`config.mk`:
```
export PLATFORM = sky130hd
export DESIGN_NAME = cram16_block_video_decoder
export DESIGN_NICKNAME = d
export VERILOG_FILES = /design/src/design/cram_pkg.sv /design/src/design/cram_front.sv /design/src/design/cram_queue.sv /design/src/design/cram_back.sv /design/src/design/cram16_block_video_decoder.sv
export VERILOG_INCLUDE_DIRS = /design/src /design/src/design
export SDC_FILE = /design/constraint.sdc
export NUM_CORES = 2
export LEC_CHECK = 0
export ABC_AREA = 0
export BUFFER_PORTS_ARGS = -buffer_cell sky130_fd_sc_hd__buf_2
export CAP_MARGIN = 15
export CORE_ASPECT_RATIO = 0.75
export CORE_UTILIZATION = 60
export CTS_CLUSTER_SIZE = 8
export DETAILED_ROUTE_END_ITERATION = 8
export PLACE_DENSITY_LB_ADDON = 0.25
export SKIP_CTS_REPAIR_TIMING = 1
export SYNTH_ARGS = -nofsm -noshare
export SYNTH_HDL_FRONTEND = slang
export SYNTH_SLANG_ARGS = --single-unit
```
`constraint.sdc`:
```
create_clock -name clk -period 50.9 [get_ports clk]
set_input_delay 12.725 -clock clk [delete_from_list [all_inputs] [get_ports clk]]
set_output_delay 12.725 -clock clk [all_outputs]
set_load 0.005 [all_outputs]
```
`src/design/cram16_block_video_decoder_defines.svh`:
```
// Assertion macros for the CRAM block decoder.
`ifndef CRAM16_BLOCK_VIDEO_DECODER_DEFINES_SVH
`define CRAM16_BLOCK_VIDEO_DECODER_DEFINES_SVH
`ifndef NO_ASSERTIONS
`define CRAM_ASSERT(label, clk, rst_n, prop, msg) \
	label: assert property (@(posedge clk) disable iff (!rst_n) prop) else $error(msg);
`define CRAM_NEVER(label, clk, rst_n, cond, msg) \
	label: assert property (@(posedge clk) disable iff (!rst_n) !(cond)) else $error(msg);
`else
`define CRAM_ASSERT(label, clk, rst_n, prop, msg)
`define CRAM_NEVER(label, clk, rst_n, cond, msg)
`endif
`endif

```
`src/design/cram_pkg.sv`:
```
`timescale 1ns / 1ps
package cram_pkg;
	localparam int MaxDim = 4096;
	localparam int CountBits = 24;
	localparam int DimBits = 13;
	localparam int BlkBits = 21;
	localparam int ColBits = 10;
	localparam int QDepth = 2;

	localparam logic [1:0] KIND_PIXEL = 2'd0;
	localparam logic [1:0] KIND_DONE = 2'd1;
	localparam logic [1:0] KIND_TRUNC = 2'd2;

	localparam logic [0:0] REG_WIDTH = 1'b0;
	localparam logic [0:0] REG_HEIGHT = 1'b1;

	// Work handed from front to back.
	typedef struct packed {
		logic                 emit;    // 16 pixels of a colour block
		logic                 fill;
		logic                 eight;
		logic [15:0]          flags;
		logic [8:0][15:0]     words;   // fill word, or colour pairs
		logic [ColBits-1:0]   col;
		logic [ColBits-1:0]   row;
		logic [1:0]           tail;    // KIND_DONE, KIND_TRUNC or KIND_PIXEL for none
		logic [CountBits-1:0] count;
		logic [DimBits-1:0]   w;
		logic [DimBits-1:0]   h;
	} cmd_t;

	typedef enum logic [1:0] {
		BK_IDLE,
		BK_PIX,
		BK_TAIL
	} bk_state_t;

	function automatic logic [DimBits-1:0] clamp_dim(input logic [DimBits-1:0] v);
		if (v == '0) return DimBits'(1);
		if (v > DimBits'(MaxDim)) return DimBits'(MaxDim);
		return v;
	endfunction
endpackage

```
`src/design/cram_front.sv`:
```
`timescale 1ns / 1ps
`include "cram16_block_video_decoder_defines.svh"
module cram_front (
	input  logic                clk,
	input  logic                arst_n,
	input  logic                in_valid,
	output logic                in_stall,
	input  logic [7:0]          code_byte,
	input  logic                buffer_end,
	input  logic [12:0]         w_reg,
	input  logic [12:0]         h_reg,
	output logic                cmd_valid,
	input  logic                cmd_ready,
	output cram_pkg::cmd_t      cmd
);
	import cram_pkg::*;

	logic [7:0]           held_q [18];
	logic [4:0]           cnt_q;
	logic [BlkBits-1:0]   blk_q;
	logic [ColBits-1:0]   col_q, row_q;
	logic [CountBits-1:0] used_q;
	logic                 done_q;
	logic [DimBits-1:0]   w_q, h_q;
	logic [10:0]          cols_q, rows_q;
	logic [BlkBits:0]     total_q;
	logic                 busy_q;     // block position search in progress
	logic                 dims_ok_q;
	logic                 stale_q;    // column count changed since the position was found

	logic                 acc;
	logic [4:0]           cnt_n;
	logic [4:0]           need;
	logic                 group_done, is_skip;
	logic [BlkBits-1:0]   blk_n;
	logic [CountBits-1:0] used_n;
	logic [DimBits-1:0]   wc, hc;
	cmd_t                 c;

	assign wc = clamp_dim(w_reg);
	assign hc = clamp_dim(h_reg);

	// The grid size is a product, registered ahead of use; position after a jump is
	// found by repeated subtraction of the column count in busy cycles.
	logic [BlkBits:0]   rem_q;
	logic [ColBits:0]   rrow_q;
	assign in_stall = !dims_ok_q || (w_q != wc) || (h_q != hc) || busy_q || !cmd_ready;
	assign acc = in_valid && !in_stall;

	always_comb begin
		logic [7:0] hb1, hb3;
		cnt_n = cnt_q + 5'd1;
		hb1 = (cnt_q == 5'd1) ? code_byte : held_q[1];
		hb3 = (cnt_q == 5'd3) ? code_byte : held_q[3];
		need = 5'd0;
		if (cnt_n >= 5'd2) begin
			if (hb1 < 8'h80) need = (cnt_n >= 5'd4 && hb3[7]) ? 5'd18 : 5'd6;
			else need = 5'd2;
		end
		group_done = (need != 5'd0) && (cnt_n >= need);
		is_skip = (hb1 >= 8'h84) && (hb1 < 8'h88);
		if (is_skip)
			blk_n = blk_q + BlkBits'({hb1[1:0], (cnt_q == 5'd0) ? code_byte : held_q[0]});
		else
			blk_n = blk_q + BlkBits'(1);
		used_n = (used_q == {CountBits{1'b1}}) ? used_q : used_q + CountBits'(1);
	end

	always_comb begin
		logic [7:0] hb [18];
		for (int i = 0; i < 18; i++)
			hb[i] = (5'(i) == cnt_q) ? code_byte : held_q[i];
		c = '0;
		c.flags = {hb[1], hb[0]};
		c.fill = hb[1] >= 8'h80;
		c.eight = !c.fill && hb[3][7];
		c.words[0] = {hb[1], hb[0]};
		for (int p = 0; p < 8; p++) c.words[p+1] = {hb[2*p+3], hb[2*p+2]};
		c.col = col_q;
		c.row = row_q;
		c.w = w_q;
		c.h = h_q;
		c.tail = KIND_PIXEL;
		c.count = '0;
		if (!done_q) begin
			if (cnt_q == 5'd0 && {1'b0, blk_q} >= total_q) begin
				c.tail = KIND_DONE;
				c.count = used_q;
			end else if (group_done) begin
				c.emit = !is_skip;
				if ({1'b0, blk_n} >= total_q) begin
					c.tail = KIND_DONE;
					c.count = used_n;
				end else if (buffer_end) c.tail = KIND_TRUNC;
			end else if (buffer_end) c.tail = KIND_TRUNC;
		end
	end

	assign cmd_valid = acc && (c.emit || c.tail != KIND_PIXEL);
	assign cmd = c;

	always_ff @(posedge clk) begin
		if (acc && !done_q && !(cnt_q == 5'd0 && {1'b0, blk_q} >= total_q) && cnt_q < 5'd18)
			held_q[cnt_q] <= code_byte;
	end

	always_ff @(posedge clk or negedge arst_n) begin
		if (!arst_n) begin
			cnt_q <= '0; blk_q <= '0; col_q <= '0; row_q <= '0; used_q <= '0;
			done_q <= 1'b0; busy_q <= 1'b0; dims_ok_q <= 1'b0; stale_q <= 1'b0;
			w_q <= '0; h_q <= '0; cols_q <= '0; rows_q <= '0; total_q <= '0;
			rem_q <= '0; rrow_q <= '0;
		end else begin
			// Track the register values; a change stalls the input until the grid is registered anew.
			w_q <= wc;
			h_q <= hc;
			cols_q <= 11'((wc + 13'd3) >> 2);
			rows_q <= 11'((hc + 13'd3) >> 2);
			total_q <= (BlkBits+1)'(cols_q) * (BlkBits+1)'(rows_q);
			dims_ok_q <= (w_q == wc) && (h_q == hc) && (cols_q == 11'((w_q + 13'd3) >> 2))
				&& (rows_q == 11'((h_q + 13'd3) >> 2))
				&& (total_q == (BlkBits+1)'(cols_q) * (BlkBits+1)'(rows_q));
			if (busy_q) begin
				if (rem_q >= {{(BlkBits-10){1'b0}}, cols_q}) begin
					rem_q <= rem_q - {{(BlkBits-10){1'b0}}, cols_q};
					rrow_q <= rrow_q + 1'b1;
				end else begin
					col_q <= ColBits'(rem_q);
					row_q <= ColBits'(rrow_q);
					busy_q <= 1'b0;
					stale_q <= 1'b0;
				end
			end else if (acc) begin
				if (done_q) begin
					if (buffer_end) begin
						done_q <= 1'b0; cnt_q <= '0; blk_q <= '0;
						col_q <= '0; row_q <= '0; used_q <= '0;
					end
				end else if (cnt_q == 5'd0 && {1'b0, blk_q} >= total_q) begin
					if (buffer_end) begin
						blk_q <= '0; col_q <= '0; row_q <= '0; used_q <= '0;
					end else done_q <= 1'b1;
				end else if (group_done && {1'b0, blk_n} >= total_q) begin
					cnt_q <= '0;
					if (buffer_end) begin
						blk_q <= '0; col_q <= '0; row_q <= '0; used_q <= '0;
					end else begin
						done_q <= 1'b1; blk_q <= blk_n; used_q <= used_n;
					end
				end else if (buffer_end) begin
					cnt_q <= '0; blk_q <= '0; col_q <= '0; row_q <= '0; used_q <= '0;
				end else if (group_done) begin
					cnt_q <= '0;
					blk_q <= blk_n;
					used_q <= used_n;
					if (!is_skip && !stale_q && (11'(col_q) + 11'd1 < cols_q))
						col_q <= col_q + 1'b1;
					else if (!is_skip && !stale_q) begin
						col_q <= '0; row_q <= row_q + 1'b1;
					end else begin
						rem_q <= {1'b0, blk_n};
						rrow_q <= '0;
						busy_q <= 1'b1;
					end
				end else begin
					cnt_q <= (cnt_q < 5'd18) ? cnt_n : cnt_q;
					used_q <= used_n;
				end
			end
			// After a new width the next step must search the position afresh.
			if (cols_q != 11'((wc + 13'd3) >> 2)) stale_q <= 1'b1;
		end
	end

	`CRAM_NEVER(a_no_cmd_busy, clk, arst_n, cmd_valid && busy_q, "command during position search")
	`CRAM_NEVER(a_cnt_range, clk, arst_n, cnt_q > 5'd17, "held count out of range")
	`CRAM_ASSERT(a_done_quiet, clk, arst_n, (done_q && !acc) |=> done_q, "done cleared without a word")
endmodule

```
`src/design/cram_queue.sv`:
```
`timescale 1ns / 1ps
module cram_queue (
	input  logic           clk,
	input  logic           arst_n,
	input  logic           wr_valid,
	output logic           wr_ready,
	input  cram_pkg::cmd_t wr_data,
	output logic           rd_valid,
	input  logic           rd_ready,
	output cram_pkg::cmd_t rd_data
);
	import cram_pkg::*;
	cmd_t       mem_q [QDepth];
	logic       wp_q, rp_q;
	logic [1:0] n_q;
	assign wr_ready = n_q != 2'(QDepth);
	assign rd_valid = n_q != 2'd0;
	assign rd_data = mem_q[rp_q];
	always_ff @(posedge clk) if (wr_valid && wr_ready) mem_q[wp_q] <= wr_data;
	always_ff @(posedge clk or negedge arst_n) begin
		if (!arst_n) begin
			wp_q <= 1'b0; rp_q <= 1'b0; n_q <= '0;
		end else begin
			if (wr_valid && wr_ready) wp_q <= !wp_q;
			if (rd_valid && rd_ready) rp_q <= !rp_q;
			n_q <= n_q + 2'(wr_valid && wr_ready) - 2'(rd_valid && rd_ready);
		end
	end
endmodule

```
`src/design/cram_back.sv`:
```
`timescale 1ns / 1ps
`include "cram16_block_video_decoder_defines.svh"
module cram_back (
	input  logic           clk,
	input  logic           arst_n,
	input  logic           cmd_valid,
	output logic           cmd_ready,
	input  cram_pkg::cmd_t cmd,
	output logic           valid,
	input  logic           stall,
	output logic [1:0]     kind,
	output logic [11:0]    pixel_x,
	output logic [11:0]    line_from_bottom,
	output logic           inside_frame,
	output logic [7:0]     chan_high,
	output logic [7:0]     chan_mid,
	output logic [7:0]     chan_low,
	output logic [23:0]    bytes_consumed,
	output logic           run_last
);
	import cram_pkg::*;
	bk_state_t st_q, st_n;
	cmd_t      c_q;
	logic [3:0] pix_q;
	logic       load, adv, ov_free;
	logic [15:0] wd;
	logic [11:0] x, y;
	logic [1:0]  r, cc;
	logic [3:0]  sel;

	assign ov_free = !valid || !stall;
	assign r = pix_q[3:2];
	assign cc = pix_q[1:0];
	assign x = {c_q.col, cc};
	assign y = {c_q.row, r};
	always_comb begin
		sel = c_q.eight ? {1'b0, r[1], cc[1], 1'b0} : 4'd0;
		if (c_q.fill) wd = c_q.words[0];
		else if (c_q.flags[pix_q]) wd = c_q.words[sel + 4'd1];
		else wd = c_q.words[sel + 4'd2];
	end

	always_comb begin
		st_n = st_q;
		load = 1'b0;
		adv = 1'b0;
		unique case (st_q)
			BK_IDLE: if (cmd_valid) begin
				load = 1'b1;
				st_n = cmd.emit ? BK_PIX : BK_TAIL;
			end
			BK_PIX: if (ov_free) begin
				adv = 1'b1;
				if (pix_q == 4'd15) st_n = (c_q.tail != KIND_PIXEL) ? BK_TAIL : BK_IDLE;
			end
			BK_TAIL: if (ov_free) begin
				adv = 1'b1;
				st_n = BK_IDLE;
			end
			default: st_n = BK_IDLE;
		endcase
	end
	assign cmd_ready = (st_q == BK_IDLE);

	always_ff @(posedge clk) begin
		if (load) c_q <= cmd;
		if (adv) begin
			run_last <= (st_q == BK_TAIL) || (pix_q == 4'd15 && c_q.tail == KIND_PIXEL);
			if (st_q == BK_PIX) begin
				kind <= KIND_PIXEL;
				pixel_x <= x;
				line_from_bottom <= y;
				inside_frame <= ({1'b0, x} < c_q.w) && ({1'b0, y} < c_q.h);
				chan_high <= {wd[14:10], 3'b0};
				chan_mid <= {wd[9:5], 3'b0};
				chan_low <= {wd[4:0], 3'b0};
				bytes_consumed <= '0;
			end else begin
				kind <= c_q.tail;
				pixel_x <= '0; line_from_bottom <= '0; inside_frame <= 1'b0;
				chan_high <= '0; chan_mid <= '0; chan_low <= '0;
				bytes_consumed <= (c_q.tail == KIND_DONE) ? c_q.count : '0;
			end
		end
	end

	always_ff @(posedge clk or negedge arst_n) begin
		if (!arst_n) begin
			st_q <= BK_IDLE; pix_q <= '0; valid <= 1'b0;
		end else begin
			st_q <= st_n;
			if (load) pix_q <= '0;
			else if (adv && st_q == BK_PIX) pix_q <= pix_q + 4'd1;
			if (adv) valid <= 1'b1;
			else if (!stall) valid <= 1'b0;
		end
	end

	`CRAM_NEVER(a_load_busy, clk, arst_n, load && st_q != BK_IDLE, "load while busy")
	`CRAM_ASSERT(a_pix_wrap, clk, arst_n, (st_q == BK_PIX && adv && pix_q == 4'd15) |=> st_q != BK_PIX, "wrapped")
	`CRAM_NEVER(a_adv_stalled, clk, arst_n, adv && valid && stall, "overwrote a held word")
endmodule

```
`src/design/cram16_block_video_decoder.sv`:
```
`timescale 1ns / 1ps
// Channel  Handshake           Payload
// in       in_valid/in_stall   code_byte, buffer_end
// out      valid/stall         kind .. run_last
// cfg      cfg_valid/cfg_ready cfg_index, cfg_data
// The front takes a byte whenever it does not stall; after a skip, or the first block
// after a new width, the input stalls while the new position is searched row by row.
// In the back part a colour block gives 16 pixel words and a status one word.
// The front stalls while the two-entry command queue is full, and after a change of the
// frame registers until the new grid is set up. Reset is asynchronous, leaves 320x240.
module cram16_block_video_decoder (
	input  logic        clk,
	input  logic        arst_n,
	input  logic        in_valid,
	output logic        in_stall,
	input  logic [7:0]  code_byte,
	input  logic        buffer_end,
	input  logic        cfg_valid,
	output logic        cfg_ready,
	input  logic [0:0]  cfg_index,
	input  logic [12:0] cfg_data,
	output logic        valid,
	input  logic        stall,
	output logic [1:0]  kind,
	output logic [11:0] pixel_x,
	output logic [11:0] line_from_bottom,
	output logic        inside_frame,
	output logic [7:0]  chan_high,
	output logic [7:0]  chan_mid,
	output logic [7:0]  chan_low,
	output logic [23:0] bytes_consumed,
	output logic        run_last
);
	import cram_pkg::*;
	logic [12:0] w_q, h_q;
	cmd_t fc, bc;
	logic fv, fr, bv, br;
	assign cfg_ready = 1'b1;
	always_ff @(posedge clk or negedge arst_n) begin
		if (!arst_n) begin
			w_q <= 13'd320; h_q <= 13'd240;
		end else if (cfg_valid) begin
			if (cfg_index == REG_WIDTH) w_q <= cfg_data;
			else h_q <= cfg_data;
		end
	end
	cram_front u_front (.clk, .arst_n, .in_valid, .in_stall, .code_byte, .buffer_end,
		.w_reg(w_q), .h_reg(h_q), .cmd_valid(fv), .cmd_ready(fr), .cmd(fc));
	cram_queue u_queue (.clk, .arst_n, .wr_valid(fv), .wr_ready(fr), .wr_data(fc),
		.rd_valid(bv), .rd_ready(br), .rd_data(bc));
	cram_back u_back (.clk, .arst_n, .cmd_valid(bv), .cmd_ready(br), .cmd(bc), .valid, .stall,
		.kind, .pixel_x, .line_from_bottom, .inside_frame, .chan_high, .chan_mid, .chan_low,
		.bytes_consumed, .run_last);
endmodule

```
==> reports/metrics.yaml <==
grt:
  use_met1: 0.427
  antenna_found_initial: 6
  use_met2: 0.403
  top_usage_layer: "met1"
  grt_pass1_wl_um: 181000
  grt_max_degree: 163
  grt_overflow: 0
  grt_pass1_vias: 30800
  grt_use_total: 0.281
  grtUsageMet3: 0.0743
sta:
  fmax_mhz: 49.5
  tns_ns: 0
  setup_viol: 0
  worst_pin_slew_ns: 1.26
  timing.final.crit_period_ns: 20.20
  final.setup.worst_slack_ns: 30.70
  rsz0062_at_grt: "no"
  slew_viol_final: 0
  hold_viol: 0
  finalCritPeriodShare: 0.397
  fin_worst_skew_ns: 0.0479
  relSlewSlack: 0.156
synthesis:
  async_flop_share: 0.203
  synth_edf_count: 836
  avgSynthCellArea_um2: 13.3
  yosys_warnings: 0
  ys_seq_area_frac: 0.604
  yosys_most_used_dff: "edfxtp_1"
  syn_inst: 3791
  synthesis.area_um2: 50400
  ys_types: 92
  ys_ff_latch: 1049
power_and_ir_drop:
  p_switching_mw: 0.853
  intPower_mw: 1.91
  pwr_density_cell_nw_per_um2: 49.0
  p_clk_frac: 0.332
  p_sw_frac: 0.309
  ir_drop_uv: 39.5
  seqPwrFrac: 0.429
  p_leak_nw: 21.4
  comb_power_share: 0.238
cells_and_area:
  syn_to_final_growth_pct: 11.9
  instances_no_fill: 5114
  final_core_util: 0.682
  final_nets: 4194
  layout-drive-gt1-share: 0.185
setup_path:
  crit_slowest_cell: "buf_12"
  worst-path-buf-inv: 5
  worstSetupPathType: "input pin to flip-flop"
  crit_path_end_kind: "flip-flop"
  crit_family: "simple AND/OR/NAND/NOR gates"
  slowest_delay_ns: 0.67
  cp.arrival_ns: 20.53
  cp_max_fo: 162
  required_ns: 51.23
  cp-start-kind: "input pin"
route:
  vias_per_cell: 6.10
  route.detailed.drc: 0
  drtIter0Drc: 3583
  drt_first_pass_iters: 6
  antenna_left: 0
  wl_per_cell_um: 22.9
  vias: 31200
  drt-total-wl_um: 117000
clock_tree:
  cts_made_buffers: 149
  cts.sinks: 1049
  tritoncts: "done"
  cts-root-buf: "clkbuf_16"
  htreeDepth: 4
  clk_latency_ns: 0.76
  cts_buffer_depth: 3
  clkTransAtPathRegs_ns: 0.06
placed_design:
  dp_cells: 4875
  io_buffer_count: 96
  dp_hpwl_um: 77100
  pre_cts_ws_ns: 30.08
  place_congestion: 0.930
die:
  start_util: 0.610
  rows: 91
  die-area_um2: 85200
  die_w_um: 337
  coreArea_um2: 82700
  die_y_um: 253
  io_pins: 107
flow_run:
  drv_cap: 0
outcome:
  status: "completed"
min_path:
  hold_class: "flip-flop to flip-flop"
==> worst paths after layout <==
kind / to / slack [ns] / from / depth (start not counted)
max in group asynchronous: u_front.w_q[8]$_DFF_PN0_ / 36.64 / arst_n / 3
hold reg to reg: u_back.bytes_consumed[16]$_SDFFCE_PP0P_ / 0.51 / u_back.c_q[42]$_DFFE_PP_ / 1
hold / removal: u_back.bytes_consumed[16]$_SDFFCE_PP0P_ / 0.51 / u_back.c_q[42]$_DFFE_PP_ / 1
setup / recovery: u_queue.mem_q[1][39]$_DFFE_PP_ / 30.70 / code_byte[2] / 30
setup reg to reg: u_queue.mem_q[1][39]$_DFFE_PP_ / 42.04 / u_front.cnt_q[0]$_DFFE_PN0P_ / 30
min in group asynchronous: u_front.used_q[23]$_DFFE_PN0P_ / 11.97 / arst_n / 1
==> flip-flops by register name, indices dropped and copies added, names as in the netlist, 12 cells and up <==
signal,flops
u_front.total_q,22
w_q,13
u_front.used_q,24
u_back.line_from_bottom,12
u_front.rem_q,22
u_back.c_q,210
u_back.bytes_consumed,24
h_q,13
u_front.h_q,13
u_front.blk_q,21
u_front.held_q,137
u_queue.mem_q,422
u_back.pixel_x,12
u_front.w_q,13
==> metrics by stage <==
| step | instance area [µm²] | hold WS [ns] | power, mW |
|---|---|---|---|
| 6_report | 56400 | 0.510 | 2.76 |
| 4_1_cts | 56400 | 0.512 | 2.77 |
| 3_3_place_gp | 52000 | 0.498 | 1.84 |
| 5_1_grt | 56400 | 0.523 | 2.89 |
| 2_1_floorplan | 50400 | 0.437 | 1.65 |
| 3_5_place_dp | 52000 | 0.502 | 1.85 |
==> layout by cell type, fill, tap and decap left out, drive strengths merged, types with 89 or more instances in the layout <==
cell type and count:
a21oi 123, and2 142, buf 147, clkbuf 224, dfrtp 207, edfxtp 836, ha 174, inv 213
mux2 371, nand2 292, nor2 162, o21ai 161, xnor2 89
==> cells by family (layout without fill, tap and decap cells) <==
family | count (synthesis) | count (layout) | synth area share
AO/OA/AOI/OAI | 555 | 555 | 0.0693
other | 2 | 11 | 0.000149
buffers and inverters | 396 | 594 | 0.0307
adder cells (fa/ha/maj) | 256 | 256 | 0.0758
flip-flops | 1049 | 1049 | 0.604
multiplexers | 401 | 401 | 0.0938
AND/OR/NAND/NOR | 972 | 972 | 0.0984
XOR/XNOR | 160 | 160 | 0.0280
==> cell usage after synthesis, types with 77 or more instances <==
master	number	area share
edfxtp_1	836	0.50
mux2_2	371	0.083
nand2_1	292	0.022
dfrtp_1	207	0.10
inv_1	204	0.015
ha_1	174	0.043
nor2_1	162	0.012
clkbuf_1	154	0.011
and2_1	142	0.018
a21oi_1	123	0.012
xnor2_1	88	0.015
o21ai_0	84	0.0083
fa_1	82	0.033
o21ai_1	77	0.0076
==> final cells by class <==
type                    count  area, µm²
flip-flops and latches   1049      30400
fillers                  5792      26300
multi-input cells        2354      18500
clock buffers             224       4060
well taps                1116       1400
repair buffers            147        898
inverters                 209        785
clock inverters            14        300
diodes                      1       2.50
==> layer usage <==
layer	part of all wire	routed length, µm
met1	0.45	52900
met2	0.43	50700
met3	0.099	11600
met4	0.018	2120
met5	0	0
==> power groups by stage <==
stage	registers (mW)	logic, mW	clock network [mW]
6_report	1.19	0.657	0.918
5_1_grt	1.20	0.729	0.967
4_1_cts	1.18	0.658	0.930
3_5_place_dp	1.20	0.651	0
3_3_place_gp	1.20	0.642	0
2_1_floorplan	1.17	0.475	0
No activity file was read; power rests on OpenSTA's default activity.
